**src/ddsp_ram.sv**
```systemverilog
// Generic simple dual-port RAM with one write port and a registered read port.
module ddsp_ram #(
  parameter int WIDTH = 32,
  parameter int DEPTH = 64
) (
  input  logic                     clk_i,
  input  logic                     we_i,
  input  logic [$clog2(DEPTH)-1:0] waddr_i,
  input  logic [WIDTH-1:0]         wdata_i,
  input  logic [$clog2(DEPTH)-1:0] raddr_i,
  output logic [WIDTH-1:0]         rdata_o
);

  logic [WIDTH-1:0] mem [DEPTH];
  logic [WIDTH-1:0] rdata_q;

  always_ff @(posedge clk_i) begin
    if (we_i) begin
      mem[waddr_i] <= wdata_i;
    end
    rdata_q <= mem[raddr_i];
  end

  assign rdata_o = rdata_q;

endmodule

```
**config.mk**
```make
export PLATFORM = sky130hd
export DESIGN_NAME = ddsp_ram
export DESIGN_NICKNAME = d
export VERILOG_FILES = /design/src/ddsp_ram.sv
export SDC_FILE = /design/constraint.sdc
export NUM_CORES = 2
export LEC_CHECK = 0
export BUFFER_PORTS_ARGS = -buffer_cell sky130_fd_sc_hd__buf_2
export CAP_MARGIN = 20
export CORE_AREA = 2 2 381 383
export DETAILED_ROUTE_END_ITERATION = 8
export DIE_AREA = 0 0 383 385
export PLACE_DENSITY = 0.71
export SYNTH_ARGS = -nofsm -noshare
export SYNTH_HDL_FRONTEND = slang
export SYNTH_SLANG_ARGS = --single-unit
```
**constraint.sdc**
```tcl
create_clock -name clk_i -period 4.7 [get_ports clk_i]
set_clock_uncertainty 0.1 [all_clocks]
set_input_delay 0.705 -clock clk_i [delete_from_list [all_inputs] [get_ports clk_i]]
set_output_delay 0.705 -clock clk_i [all_outputs]
set_load 0.02 [all_outputs]
```
==> reports/metrics.json <==
{
  "placeableCoreArea": {"value": 143100, "unit": "um^2"},
  "grt_pass1_wl": {"value": 280700, "unit": "um"},
  "die-area": {"value": 147500, "unit": "um^2"},
  "syn-num-nets": {"value": 3370},
  "die_boundary_height": {"value": 385, "unit": "um"},
  "die_w": {"value": 383, "unit": "um"},
  "totalWireLength": {"value": 197700, "unit": "um"},
  "initial_utilization": {"value": 54.85, "unit": "%"},
  "fin_total_pwr": {"value": 38.44, "unit": "mW"},
  "synth_seq_cells": {"value": 2080},
  "initialDrtViolationCount": {"value": 5615},
  "timing.critical_path.required": {"value": 5.27, "unit": "ns"},
  "final_util": {"value": 62.32, "unit": "%"},
  "cts.clk_slew.worst_paths": {"value": 0.06, "unit": "ns"},
  "antenna_left": {"value": 0},
  "clock_tree_from_tritoncts": {"value": "done"},
  "grt_pass1_vias": {"value": 37470},
  "drt_pass1_iterations": {"value": 5},
  "cts_inserted_buffers": {"value": 197},
  "floorplan.rows": {"value": 139},
  "grt_antenna_before_repair": {"value": 11},
  "groute.usage.overall": {"value": 27.32, "unit": "%"},
  "h_tree_levels": {"value": 4},
  "netlist_top_cells_area": {"value": "sky130_fd_sc_hd__edfxtp_1 78%, sky130_fd_sc_hd__mux4_2 16%, sky130_fd_sc_hd__mux2i_1 1.2%, sky130_fd_sc_hd__dfxtp_1 0.82%, sky130_fd_sc_hd__o22ai_1 0.67%"},
  "num-fill-cells": {"value": 9277},
  "min_delay_path_depth": {"value": 1},
  "worst-slew-pin-transition": {"value": 1.120, "unit": "ns"},
  "drt-wirelength-per-cell": {"value": 34.81, "unit": "um"},
  "unrepaired_setup_endpoints_after_global_routing": {"value": "false"},
  "synthFlopType": {"value": "sky130_fd_sc_hd__edfxtp_1"},
  "placedInstanceArea": {"value": 82700, "unit": "um^2"},
  "final_layout_size_suffix_gt1_share": {"value": 30.69, "unit": "%"},
  "synthArstFlopShare": {"value": 0, "unit": "%"},
  "criticalPathCategory": {"value": "primary input to flop"},
  "seqCellArea": {"value": 62140, "unit": "um^2"},
  "pwr-share-seq": {"value": 53.7, "unit": "%"},
  "holdCritPathClass": {"value": "primary input to flop"},
  "p_per_area": {"value": 431.0, "unit": "nW/um^2"},
  "final_area": {"value": 89200, "unit": "um^2"},
  "grt_start_max_net_pins": {"value": 65},
  "clock-root-buffer": {"value": "sky130_fd_sc_hd__clkbuf_16"},
  "critPathSlowestCell": {"value": "sky130_fd_sc_hd__o22ai_1"},
  "synth_edf_count": {"value": 2048},
  "reg2reg_setup_slack": {"value": 2.10, "unit": "ns"},
  "cts_resized": {"value": 0},
  "cts_buffer_depth": {"value": 3},
  "critical_path.max_stage_delay": {"value": 0.78, "unit": "ns"},
  "setup-violations-final": {"value": 0},
  "worstHoldEndpoint": {"value": "mem[32][17]$_DFFE_PP_"},
  "yosys_warnings": {"value": 0},
  "post_synth.cell_area_avg": {"value": 23.62, "unit": "um^2"},
  "crit-reg2reg-launch": {"value": "mem[11][16]$_DFFE_PP_"},
  "p_leak": {"value": 27.90, "unit": "nW"},
  "synth_cells": {"value": 3324},
  "numClockSinks": {"value": 2080},
  "multi_input_area": {"value": 15970, "unit": "um^2"},
  "clock_latency": {"value": 0.83, "unit": "ns"},
  "critical_path.startpoint_type": {"value": "primary input"},
  "internal-power": {"value": 30.27, "unit": "mW"},
  "crit_top_cell": {"value": "sky130_fd_sc_hd__mux4_2"},
  "slew_headroom": {"value": 25.30, "unit": "%"},
  "max_freq": {"value": 340.5, "unit": "MHz"},
  "ys_types": {"value": 34},
  "total_switching_power": {"value": 8.171, "unit": "mW"},
  "vias": {"value": 37180},
  "worst-path-max-fanout": {"value": 57},
  "layout-area-overhead-vs-synth": {"value": 13.61, "unit": "%"},
  "dp_hpwl": {"value": 112300, "unit": "um"},
  "drc_errors": {"value": 0},
  "switching_power_share_of_the_total": {"value": 21.25, "unit": "%"},
  "crit_path_cell_trace": {"value": "buf_8 -> buf_12 -> mux4_2 -> mux4_2 -> o22ai_1 -> nor2_1"},
  "cts_post_setup_buffers_inserted": {"value": 0},
  "ctsHoldBuffers": {"value": 0},
  "worst_r2r_endpoint": {"value": "rdata_o[16]$_DFF_P_"},
  "seq_area_frac_synth": {"value": 79.14, "unit": "%"},
  "detail_route.vias_per_cell": {"value": 6.547},
  "synth_common_cells": {"value": "2048 x sky130_fd_sc_hd__edfxtp_1, 544 x sky130_fd_sc_hd__mux4_2, 137 x sky130_fd_sc_hd__nor2_1"},
  "timing.critical_path.arrival": {"value": 3.51, "unit": "ns"},
  "timing.setup.tns": {"value": 0, "unit": "ns"},
  "num_io_pins": {"value": 78},
  "design.final.nets": {"value": 3645},
  "p_clk_share": {"value": 41.0, "unit": "%"},
  "gr-total-overflow": {"value": 0},
  "drv_slew": {"value": 0},
  "synth.cell_area": {"value": 78520, "unit": "um^2"},
  "status": {"value": "finished clean"},
  "setup.worst_path.end_class": {"value": "flop"},
  "period_share": {"value": 62.49, "unit": "%"},
  "timing.reg2reg.worst_path_depth": {"value": 4},
  "drv.max_cap_violation_count": {"value": 0},
  "hold_start": {"value": "wdata_i[17]"},
  "power_frac_comb": {"value": 5.3, "unit": "%"},
  "ir_worst_vdd": {"value": 347.6, "unit": "uV"},
  "final-hold-violation-count": {"value": 0},
  "post-route-min-period": {"value": 2.937, "unit": "ns"},
  "synth_most_common_cell": {"value": "sky130_fd_sc_hd__edfxtp_1"},
  "placement.io_buffers": {"value": 77},
  "synth_top_cell_area_share": {"value": 78.33, "unit": "%"},
  "synth_area_leader_cell": {"value": "sky130_fd_sc_hd__edfxtp_1"},
  "gpl.final_weighted_congestion": {"value": 0.8551}
}
[power groups by stage]
stage / registers [mW] / clock network, mW / logic, mW
after floorplan: 21.0 / 0 / 0.999
after global placement: 21.0 / 0 / 1.99
after detailed placement: 21.0 / 0 / 2.02
after CTS: 20.6 / 15.9 / 2.03
after global routing: 20.6 / 16.7 / 2.12
final: 20.6 / 15.8 / 2.03
[state kept, by name, summed over array words and instances, names as in the netlist]
signal   cells
mem       2048
rdata_o     32
[layout by cell type, fill, tap and decap left out, types with 38 or more instances in the layout]
cell type	synthesis	final
sky130_fd_sc_hd__clkbuf_16	0	205
sky130_fd_sc_hd__buf_4	25	143
sky130_fd_sc_hd__a21oi_1	62	62
sky130_fd_sc_hd__buf_2	57	73
sky130_fd_sc_hd__nor2_1	137	75
sky130_fd_sc_hd__clkbuf_1	74	51
sky130_fd_sc_hd__o22ai_1	84	84
sky130_fd_sc_hd__mux4_2	544	544
sky130_fd_sc_hd__nor2_4	0	62
sky130_fd_sc_hd__edfxtp_1	2048	2048
sky130_fd_sc_hd__buf_12	0	38
sky130_fd_sc_hd__mux2i_1	93	93
[per-stage QoR]
stage,hold WS (ns),cells,setup WS (ns)
after floorplan,0.5632,3324,0.7352
final,0.1426,5679,1.763
after detailed placement,0.6152,5301,0.9358
after global placement,0.5927,5301,0.8548
after CTS,0.09558,5674,1.825
after global routing,0.1427,5676,1.727
[layer usage]
metal	share of wire, %	GRT usage (%)
met2	49	43.42
met1	37	37.70
met4	3.6	9.959
met5	0.012	0
met3	11	6.228
[worst max path at each step]
stage,end,start,slack (ns),depth (start not counted)
final,rdata_o[16]$_DFF_P_,raddr_i[0],1.76,6
after floorplan,mem[48][0]$_DFFE_PP_,waddr_i[3],0.74,4
after global placement,rdata_o[16]$_DFF_P_,raddr_i[0],0.85,6
after detailed placement,rdata_o[16]$_DFF_P_,raddr_i[0],0.94,6
after global routing,rdata_o[16]$_DFF_P_,raddr_i[0],1.73,6
after CTS,rdata_o[16]$_DFF_P_,raddr_i[0],1.83,6
[cell type report]
type / instances / share of cell area, %
Antenna cell: 3 / 0.008416
Sequential cell: 2080 / 69.66
Multi-Input combinational cell: 1062 / 17.90
Timing Repair Buffer: 258 / 2.529
Clock inverter: 101 / 1.020
Tap cell: 1903 / 2.669
Clock buffer: 272 / 6.212
[kinds of logic after synthesis]
| group | after synthesis | synth area share [%] |
|---|---|---|
| simple gates | 223 | 1.265 |
| buf+inv | 182 | 1.128 |
| compound gates | 202 | 1.673 |
| mux | 637 | 16.79 |
| flops | 2080 | 79.14 |
[critical path: cells and delay by family]
| family | cells | cell delay (ns) |
|---|---|---|
| muxes | 2 | 1.20 |
| AOI/OAI and AO/OA | 1 | 0.78 |
| buffers and inverters | 2 | 0.62 |
| and+or+nand+nor | 1 | 0.10 |
Power figures use the tool's default switching activity.
